## src/rtl/krf_pkg.sv

```systemverilog
`timescale 1ns / 1ps
`default_nettype none
// ----------------------------------------------------------------------------
// krf_pkg
// Shared types and codes of the keyed removal queue: opcodes, status codes,
// the sequencer states and the control bundle broadcast to every cell.
// ----------------------------------------------------------------------------
package krf_pkg;

   // operation codes carried in the request
   typedef enum logic [1:0] {
      OP_PUSH   = 2'd0,
      OP_POP    = 2'd1,
      OP_REMOVE = 2'd2,
      OP_FIND   = 2'd3
   } krf_op_type;

   // result status codes
   typedef enum logic [1:0] {
      ST_OK   = 2'd0,
      ST_MISS = 2'd1,
      ST_FULL = 2'd2
   } krf_status_type;

   // sequencer states, one-hot
   typedef enum logic [3:0] {
      S_IDLE   = 4'b0001,
      S_MATCH  = 4'b0010,
      S_SELECT = 4'b0100,
      S_EXEC   = 4'b1000
   } krf_state_type;

   // bundle broadcast from the sequencer to the row of cells
   typedef struct packed {
      logic        push_en;
      logic        shift_en;
      logic [31:0] key;
      logic [31:0] amount;
   } krf_cell_ctrl_type;

   localparam int KeyWidth    = 32;
   localparam int AmountWidth = 32;
   localparam int CountWidth  = 7;
   localparam int TotalWidth  = 48;

endpackage
`default_nettype wire

```

## src/rtl/krf_cell.sv

```systemverilog
`timescale 1ns / 1ps
`default_nettype none
// ----------------------------------------------------------------------------
// krf_cell
// One queue slot: holds a key and an amount, compares its key against the
// broadcast key, loads on push when it is the first free slot and takes its
// younger neighbor's entry when the row closes a gap.
// ----------------------------------------------------------------------------
module krf_cell #(
   parameter int CW  = 7,
   parameter int IDX = 0
) (
   input  wire logic                        clock,
   input  wire krf_pkg::krf_cell_ctrl_type  ctrl,
   input  wire logic [CW-1:0]               occ,
   input  wire logic                        shift_sel,
   input  wire logic [31:0]                 nxt_key,
   input  wire logic [31:0]                 nxt_amount,
   output logic                             match,
   output logic [31:0]                      key,
   output logic [31:0]                      amount
);
   import krf_pkg::*;

   localparam logic [CW-1:0] IdxC = CW'(IDX);

   logic [KeyWidth-1:0]    key_ff, key_in;
   logic [AmountWidth-1:0] amount_ff, amount_in;
   logic                   held;

   // slot holds an entry when it lies below the fill count
   assign held  = (occ > IdxC);
   assign match = held && (key_ff == ctrl.key);

   // shift from neighbor, or load on push into the first free slot
   always_comb begin
      key_in    = key_ff;
      amount_in = amount_ff;
      if (ctrl.shift_en && shift_sel) begin
         key_in    = nxt_key;
         amount_in = nxt_amount;
      end else if (ctrl.push_en && (occ == IdxC)) begin
         key_in    = ctrl.key;
         amount_in = ctrl.amount;
      end
   end

   always_ff @(posedge clock) begin
      key_ff    <= key_in;
      amount_ff <= amount_in;
   end

   assign key    = key_ff;
   assign amount = amount_ff;

endmodule
`default_nettype wire

```

## config.mk

```make
export PLATFORM = sky130hd
export DESIGN_NAME = krf_cell
export DESIGN_NICKNAME = d
export VERILOG_FILES = /design/src/rtl/krf_pkg.sv /design/src/rtl/krf_cell.sv
export SDC_FILE = /design/constraint.sdc
export NUM_CORES = 1
export LEC_CHECK = 0
export BUFFER_PORTS_ARGS = -buffer_cell sky130_fd_sc_hd__buf_2
export CORE_MARGIN = 4
export CORE_UTILIZATION = 38
export CTS_CLUSTER_DIAMETER = 80
export CTS_CLUSTER_SIZE = 14
export DETAILED_ROUTE_END_ITERATION = 8
export MAX_ROUTING_LAYER = met4
export PLACE_DENSITY = 0.77
export RECOVER_POWER = 25
export SYNTH_ARGS = -nofsm -noshare
export SYNTH_HDL_FRONTEND = slang
export SYNTH_SLANG_ARGS = --single-unit
export TNS_END_PERCENT = 100
```

## constraint.sdc

```tcl
create_clock -name clock -period 3.3 [get_ports clock]
set_clock_uncertainty 0.15 [all_clocks]
set_input_delay 0.66 -clock clock [delete_from_list [all_inputs] [get_ports clock]]
set_output_delay 0.66 -clock clock [all_outputs]
set_load 0.005 [all_outputs]
```

==> flow_summary.json, run 1 <==
{
  "grt_max_degree": 65,
  "die_h_um": 97.9,
  "antenna_found_initial": 1,
  "fmax_mhz": 377,
  "clock-sinks": 64,
  "slew_headroom_pct": 33.5,
  "period_needed_ns": 2.65,
  "finalHoldViolCount": 0,
  "crit_arrival_ns": 1.84,
  "synth-edff-count": 64,
  "avgSynthCellArea_um2": 16.8,
  "root_buffer": "clkbuf_8",
  "drt-pass1-iter-count": 4,
  "crit_path_end_kind": "output pin",
  "post-route-period-util_pct": 80.4,
  "ant_nets": 0,
  "cts_resized": 0,
  "viasPerCell": 4.65,
  "netlist_top_cells_area": "edfxtp_1 (63%), mux2_2 (23%), xor2_1 (8.0%)",
  "wl_per_cell_um": 15.4,
  "crit_path_start": "ctrl[43]",
  "die_x_um": 97.9,
  "path_clk_slew_ns": 0.07,
  "fin_ws_ns": 0.646,
  "ioPinCount": 204,
  "numCtsBuffers": 9,
  "cts_tree": "done",
  "dp_hpwl_mm": 6.24,
  "drive_gt1_share_pct": 65.4,
  "fin_area_um2": 4410,
  "place_congestion": 0.953,
  "hold_path_class": "input port to register",
  "pre_cts_ws_ns": 0.606,
  "num_vias": 2334,
  "synth_top_area_share_pct": 62.6,
  "remaining_drc_errors": 0,
  "clock_path_buffers": 2,
  "synth_ff_type": "edfxtp_1",
  "initial_utilization_pct": 39.3,
  "worst_pin_slew_ns": 0.995,
  "synth_area_um2": 3070,
  "portBuffers": 203,
  "synth.largest_area_cell": "edfxtp_1",
  "area_delta_synth_final_pct": 43.7,
  "endpoint": "match",
  "fillerInstances": 677,
  "first_iter_violations": 47,
  "placementRows": 32,
  "crit_fanout": 2,
  "grt_pass1_wl_mm": 11.7,
  "grtUsageTotal_pct": 16.1,
  "cts_hold_buf": 0,
  "h-tree-depth": 3,
  "rsz0062_at_grt": "false",
  "grt_overflow": 0,
  "yosysWarnings": 0,
  "grt_pass1_vias": 2495,
  "nets": 533,
  "yosysSeqAreaShare_pct": 62.6,
  "max_cap_violations": 0,
  "critPathKind": "input port to output pin",
  "finalSetupViolCount": 0,
  "cp.required_ns": 2.49,
  "synth.ff_latch_count": 64,
  "p_per_area_nw_per_um2": 452,
  "core_area_um2": 7810,
  "outcome": "complete, no violations",
  "async_reset_ff_share_pct": 0,
  "synth_cells": 183,
  "synth_fp_nets": 322,
  "fin_tns_setup_ns": 0,
  "p_leak_nw": 1.87,
  "irDropWorstVdd_mv": 0.331,
  "place_area_um2": 4240,
  "ys_types": 11,
  "crit_path_start_kind": "input port",
  "die-area_um2": 9580,
  "slew_violations": 0,
  "synth_common_cells": "edfxtp_1 (64), mux2_2 (64), xor2_1 (28)",
  "wl_mm": 7.74,
  "hold-worst-slack_ns": 0.481,
  "post_cts.repair.setup_buffers": 0
}
cell usage in the layout, fill, tap and decap left out, types with 2 or more instances in the layout:
cell	synthesis	routed
nand4_1	2	2
buf_12	0	2
clkbuf_1	0	25
nor4_1	8	8
clkbuf_8	0	9
nand2_1	3	2
buf_4	0	2
mux2_2	64	64
xnor2_1	4	4
bufinv_16	0	2
clkinv_1	0	3
buf_2	7	179
xor2_1	28	28
edfxtp_1	64	64
layout make-up:
type                       count  area, um^2  share of cell area, %
clock buffer                  11         131                   2.98
antenna                        1        2.50                 0.0567
timing repair buffer         207        1040                   23.6
tap                          102         128                   2.89
sequential                    64        1920                   43.6
clock inverter                 5        71.3                   1.62
multi-input combinational    112        1110                   25.3
worst max-delay path, stage by stage:
cell and delay [ns]:
buf_2 0.11, xor2_1 0.15, nor4_1 0.43, nand4_1 0.17
nor4_1 0.17, buf_2 0.16
how the worst min path moves through the flow:
stage                   startpoint                    to  slack, ns  cells past startpoint
floorplan            nxt_amount[0]   amount[0]$_DFFE_PP_       0.73                      1
global placement    nxt_amount[26]  amount[26]$_DFFE_PP_       0.81                      2
global route              ctrl[13]  amount[13]$_DFFE_PP_       0.46                      2
CTS                     nxt_key[0]      key[0]$_DFFE_PP_       0.46                      2
detailed placement  nxt_amount[28]  amount[28]$_DFFE_PP_       0.82                      2
finish                  nxt_key[0]      key[0]$_DFFE_PP_       0.48                      2
cells by family after synthesis:
logic type / after synthesis / share of synthesized area, %
xor gates and xnor gates: 32 / 9.13
and+or+nand+nor: 16 / 3.63
DFF: 64 / 62.6
muxes: 64 / 23.5
buffers and inverters: 7 / 1.14
through the flow:
stage / cells / util (%) / total power [mW]
6_report: 502 / 56.5 / 1.99
4_1_cts: 501 / 56.9 / 2.03
3_3_place_gp: 485 / 54.3 / 1.32
2_1_floorplan: 183 / - / 1.15
3_5_place_dp: 485 / 54.3 / 1.33
5_1_grt: 502 / 56.5 / 2.09
routing by layer:
layer / GRT usage, % / up-vias / wire length (um)
met2: 27.6 / 139 / 3900
li1: - / 1126 / -
met1: 16.8 / 1057 / 2870
met4: 5.22 / 0 / 144
met3: 6.43 / 12 / 834
met5: - / - / 0
registers in the layout, indices dropped and copies added (netlist names):
signal / cells
amount: 32
key: 32
power by group:
group	internal, mW	leakage [nW]	switching [mW]
registers	0.971	0.601	0.0275
clock network	0.419	0.100	0.274
logic	0.173	1.17	0.129
total	1.56	1.87	0.430
Note: power is estimated with default switching activity, not from simulation.
==> run 2, diff against run 1 <==
clock period = 2.3 ns   (was 3.3 ns; I/O delays follow)
==> run 2 against run 1 <==
Compared with the run above: the flow now finishes with violations (setup timing); worst hold slack worse by 0.20 ns; sequential power is 43% higher; cell count stayed put; largest power group unchanged; wire length is 3.4% higher; first-iteration DRC count is 21% lower; clock power is 44% higher; critical path depth stayed put; total power is 44% higher.
==> flow_summary.json, run 2 (synthesis gave the netlist of run 1 again) <==
{
  "register_area_um2": 1920,
  "cp.required_ns": 1.69,
  "cts_tree": "done",
  "grt_max_degree": 39,
  "switching_share_pct": 21.7,
  "crit_path_start": "key[19]$_DFFE_PP_",
  "intPower_mw": 2.25,
  "crit_cells": 6,
  "holdPathStages": 2,
  "critical-path-top-delay-family": "simple AND/OR/NAND/NOR gates",
  "total_power_mw": 2.88,
  "slew_headroom_pct": 36.8,
  "pwr-share-seq_pct": 49.8,
  "post-route-period-util_pct": 103,
  "place_area_um2": 4260,
  "path_clk_slew_ns": 0.07,
  "dp_hpwl_mm": 6.48,
  "nets": 534,
  "placementRows": 32,
  "finalSetupViolCount": 1,
  "remaining_drc_errors": 0,
  "p_clk_share_pct": 34.6,
  "diodes": 0,
  "place_congestion": 0.993,
  "critPathSlowestCell": "edfxtp_1",
  "crit_buf_inv": 2,
  "fin_tns_setup_ns": -0.0639,
  "crit_path_end_kind": "output pin",
  "p_leak_nw": 1.94,
  "max_cap_violations": 0,
  "numCtsBuffers": 9,
  "rsz0062_at_grt": "true",
  "outcome": "finished, violations left",
  "layout_common_cells": "buf_2 (201), mux2_2 (64), edfxtp_1 (64), xor2_1 (28), clkbuf_8 (9)",
  "slew_violations": 0,
  "wl_per_cell_um": 15.9,
  "critPathKind": "register to output pin",
  "crit_path_start_kind": "register",
  "portBuffers": 203,
  "final_common_cell": "buf_2",
  "p_per_area_nw_per_um2": 644,
  "initial_utilization_pct": 39.3,
  "root_buffer": "clkbuf_8",
  "hold_path_class": "input port to register",
  "die-area_um2": 9580,
  "h-tree-depth": 3,
  "clock_path_buffers": 2,
  "grt_pass1_vias": 2526,
  "irDropWorstVdd_mv": 0.334,
  "die_h_um": 97.9,
  "first_iter_violations": 37,
  "core_area_um2": 7810,
  "grtUsageTotal_pct": 17.0,
  "wl_mm": 8.01,
  "finalHoldViolCount": 0,
  "worst_pin_slew_ns": 0.949,
  "crit_fanout": 2,
  "pre_cts_ws_ns": -0.113,
  "area_delta_synth_final_pct": 45.6,
  "period_needed_ns": 2.36,
  "fin_area_um2": 4470,
  "crit_arrival_ns": 1.75,
  "fin_ws_ns": -0.0639,
  "ant_nets": 0,
  "drt-pass1-iter-count": 4,
  "multi_input_area_um2": 1140,
  "critPathMostFrequentCell": "nor4_2",
  "slowest_delay_ns": 0.40,
  "p_sw_mw": 0.624,
  "viasPerCell": 4.65,
  "num_vias": 2332,
  "violations": "setup timing",
  "antenna_found_initial": 0,
  "fillerInstances": 655,
  "ioPinCount": 204,
  "fmax_mhz": 423,
  "endpoint": "match",
  "crit_chain": "xor2_1 -> nor4_2 -> buf_4 -> nand4_1 -> nor4_2 -> buf_2",
  "grt_pass1_wl_mm": 12.2,
  "clock-sinks": 64,
  "grt_overflow": 0,
  "post_cts.repair.setup_buffers": 0,
  "die_x_um": 97.9,
  "combPwrFrac_pct": 15.6,
  "drive_gt1_share_pct": 72.0,
  "hold-worst-slack_ns": 0.278
}
[run 2: through the flow]
| step | instances | util [%] |
|---|---|---|
| after global placement | 486 | 54.6 |
| after global routing | 502 | 57.2 |
| final | 502 | 57.2 |
| after CTS | 502 | 57.3 |
| after floorplan | 183 | - |
| after detailed placement | 486 | 54.6 |
[run 2: layout make-up]
type / instances / area share (%)
multi-input cells: 112 / 25.6
clock inverters: 5 / 1.60
well taps: 102 / 2.86
clock buffers: 11 / 2.94
repair buffers: 208 / 24.0
flip-flops and latches: 64 / 43.0
[run 2: worst min path at each step]
stage / from / endpoint / slack [ns]
detailed placement: nxt_amount[31] / amount[31]$_DFFE_PP_ / 0.61
global placement: nxt_key[7] / key[7]$_DFFE_PP_ / 0.61
CTS: nxt_key[22] / key[22]$_DFFE_PP_ / 0.26
global route: ctrl[17] / amount[17]$_DFFE_PP_ / 0.26
finish: nxt_amount[0] / amount[0]$_DFFE_PP_ / 0.28
floorplan: nxt_amount[0] / amount[0]$_DFFE_PP_ / 0.53
[run 2: timing repair]
| item | CTS | global route |
|---|---|---|
| endpoints found under the setup margin | 1 | 1 |
| gates resized for setup | 1 | 3 |
| pin swaps | 1 | 0 |
| hold buffers | 0 | 0 |
[run 2: power groups by stage]
stage	sequential (mW)	combinational [mW]	clock, mW
5_1_grt	1.44	0.495	1.08
4_1_cts	1.43	0.459	1.03
3_3_place_gp	1.45	0.445	0
3_5_place_dp	1.46	0.455	0
6_report	1.43	0.450	0.995
2_1_floorplan	1.47	0.179	0
[run 2: metal layers]
metal,wire (um),vias up,track usage (%),share of wire (%)
li1,-,1125,-,-
met1,3020,1067,18.3,38
met2,4110,132,28.7,51
met3,765,8,5.43,9.6
met4,109,0,7.35,1.4
met5,0,-,-,0
==> run 3, diff against run 2 <==
PLACE_DENSITY = 0.85   (was 0.77)
==> run 3 against run 2 <==
Compared with the run above: the run still ends with setup timing left; total power shrank 3.4%; non-clock buffer count grew 1; global-route usage grew 0.56 points; wire length grew 0.85%; clock power shrank 10%; largest cell class unchanged; sequential cell count is the same; count of clock-buffer cells in the layout is the same; utilization shrank 0.096 points; critical path depth shrank 1; first-iteration DRC count grew 65%; worst setup slack lost 0.12 ns; sequential power is essentially flat.
==> flow_summary.json, run 3 (synthesis gave the netlist of run 1 again) <==
{
  "outcome": "finished, violations left",
  "violations": "setup timing",
  "fin_ws_ns": -0.185,
  "num_vias": 2378,
  "grt_max_degree": 35,
  "irDropWorstVdd_mv": 0.485,
  "post-route-period-util_pct": 108,
  "cts_hold_buf": 0,
  "clock_path_buffers": 2,
  "fin_area_um2": 4460,
  "crit_fanout": 2,
  "crit_path_end_kind": "output pin",
  "portBuffers": 203,
  "finalHoldViolCount": 0,
  "crit_path_start_kind": "register",
  "grt_pass1_wl_mm": 12.8,
  "crit_arrival_ns": 1.87,
  "max_cap_violations": 0,
  "final_util_pct": 57.1,
  "remaining_drc_errors": 0,
  "viasPerCell": 4.73,
  "total_power_mw": 2.78,
  "diodes": 0,
  "die_x_um": 97.9,
  "cts_tree": "done",
  "wl_per_cell_um": 16.1,
  "drive_gt1_share_pct": 73.1,
  "place_congestion": 0.985,
  "layout_common_cells": "buf_2 (203), mux2_2 (64), edfxtp_1 (64), xor2_1 (28), clkbuf_8 (9)",
  "grt_overflow": 0,
  "fmax_mhz": 402,
  "wl_mm": 8.07,
  "cp.required_ns": 1.69,
  "critPathKind": "register to output pin",
  "ant_nets": 0,
  "area_delta_synth_final_pct": 45.3,
  "slew_headroom_pct": 46.0,
  "placementRows": 32,
  "grt_pass1_vias": 2649,
  "root_buffer": "clkbuf_8",
  "fin_tns_setup_ns": -0.185,
  "initial_utilization_pct": 39.3,
  "antenna_found_initial": 0,
  "path_clk_slew_ns": 0.07,
  "hold_path_class": "input port to register",
  "slew_violations": 0,
  "die_h_um": 97.9,
  "place_area_um2": 4280,
  "holdPathStages": 2,
  "post_cts.repair.setup_buffers": 0,
  "die-area_um2": 9580,
  "dp_hpwl_mm": 6.45,
  "numCtsBuffers": 9,
  "nets": 535,
  "ioPinCount": 204,
  "grtUsageTotal_pct": 17.5,
  "rsz0062_at_grt": "true",
  "p_leak_nw": 1.94,
  "clock-sinks": 64,
  "first_iter_violations": 61,
  "final_common_cell": "buf_2",
  "worst_pin_slew_ns": 0.809,
  "p_per_area_nw_per_um2": 623,
  "hold_end": "amount[23]$_DFFE_PP_",
  "core_area_um2": 7810,
  "finalSetupViolCount": 1,
  "h-tree-depth": 3,
  "holdCritStartpoint": "ctrl[23]",
  "drt-pass1-iter-count": 4,
  "period_needed_ns": 2.48
}
[run 3: through the flow]
| stage | cells | worst slack [ns] | hold slack (ns) |
|---|---|---|---|
| 2_1_floorplan | 183 | 0.0369 | 0.530 |
| 3_3_place_gp | 487 | -0.101 | 0.611 |
| 3_5_place_dp | 487 | -0.152 | 0.615 |
| 4_1_cts | 503 | -0.212 | 0.260 |
| 5_1_grt | 503 | -0.331 | 0.252 |
| 6_report | 503 | -0.185 | 0.281 |
[run 3: area by class of cell]
class | count | area (um^2)
multi-input combinational | 112 | 1150
clock buffer | 11 | 131
tap | 102 | 128
sequential | 64 | 1920
fill | 660 | 3350
clock inverter | 5 | 47.5
timing repair buffer | 209 | 1080
[run 3: what timing repair did]
item                       CTS  global route
gates resized for setup      4             1
gates cloned                 0             0
setup endpoints to repair    1             1
[run 3: worst max-delay path: stages (launching register included)]
cell and delay, ns:
edfxtp_1 0.41, xor2_1 0.17, nor4_2 0.40, nand3_1 0.17, nor4_2 0.25, buf_2 0.16
[run 3: per-layer routing]
metal | vias to the layer above | wire length (um) | GRT usage, %
met5 | - | 0 | -
met4 | 0 | 143 | 7.03
met3 | 12 | 847 | 6.14
met2 | 142 | 4270 | 31.1
met1 | 1094 | 2820 | 17.5
li1 | 1130 | - | -
[run 3: how the worst max path moves through the flow]
stage	slack [ns]	from	end
after floorplan	0.04	occ[2]	amount[0]$_DFFE_PP_
after global routing	-0.33	key[11]$_DFFE_PP_	match
final	-0.18	key[20]$_DFFE_PP_	match
after detailed placement	-0.15	ctrl[43]	match
after global placement	-0.10	ctrl[43]	match
after CTS	-0.21	key[11]$_DFFE_PP_	match
[run 3: power by group]
group	switching (mW)	total [mW]	internal, mW
clock network	0.404	0.894	0.491
logic	0.193	0.453	0.260
registers	0.0377	1.43	1.39
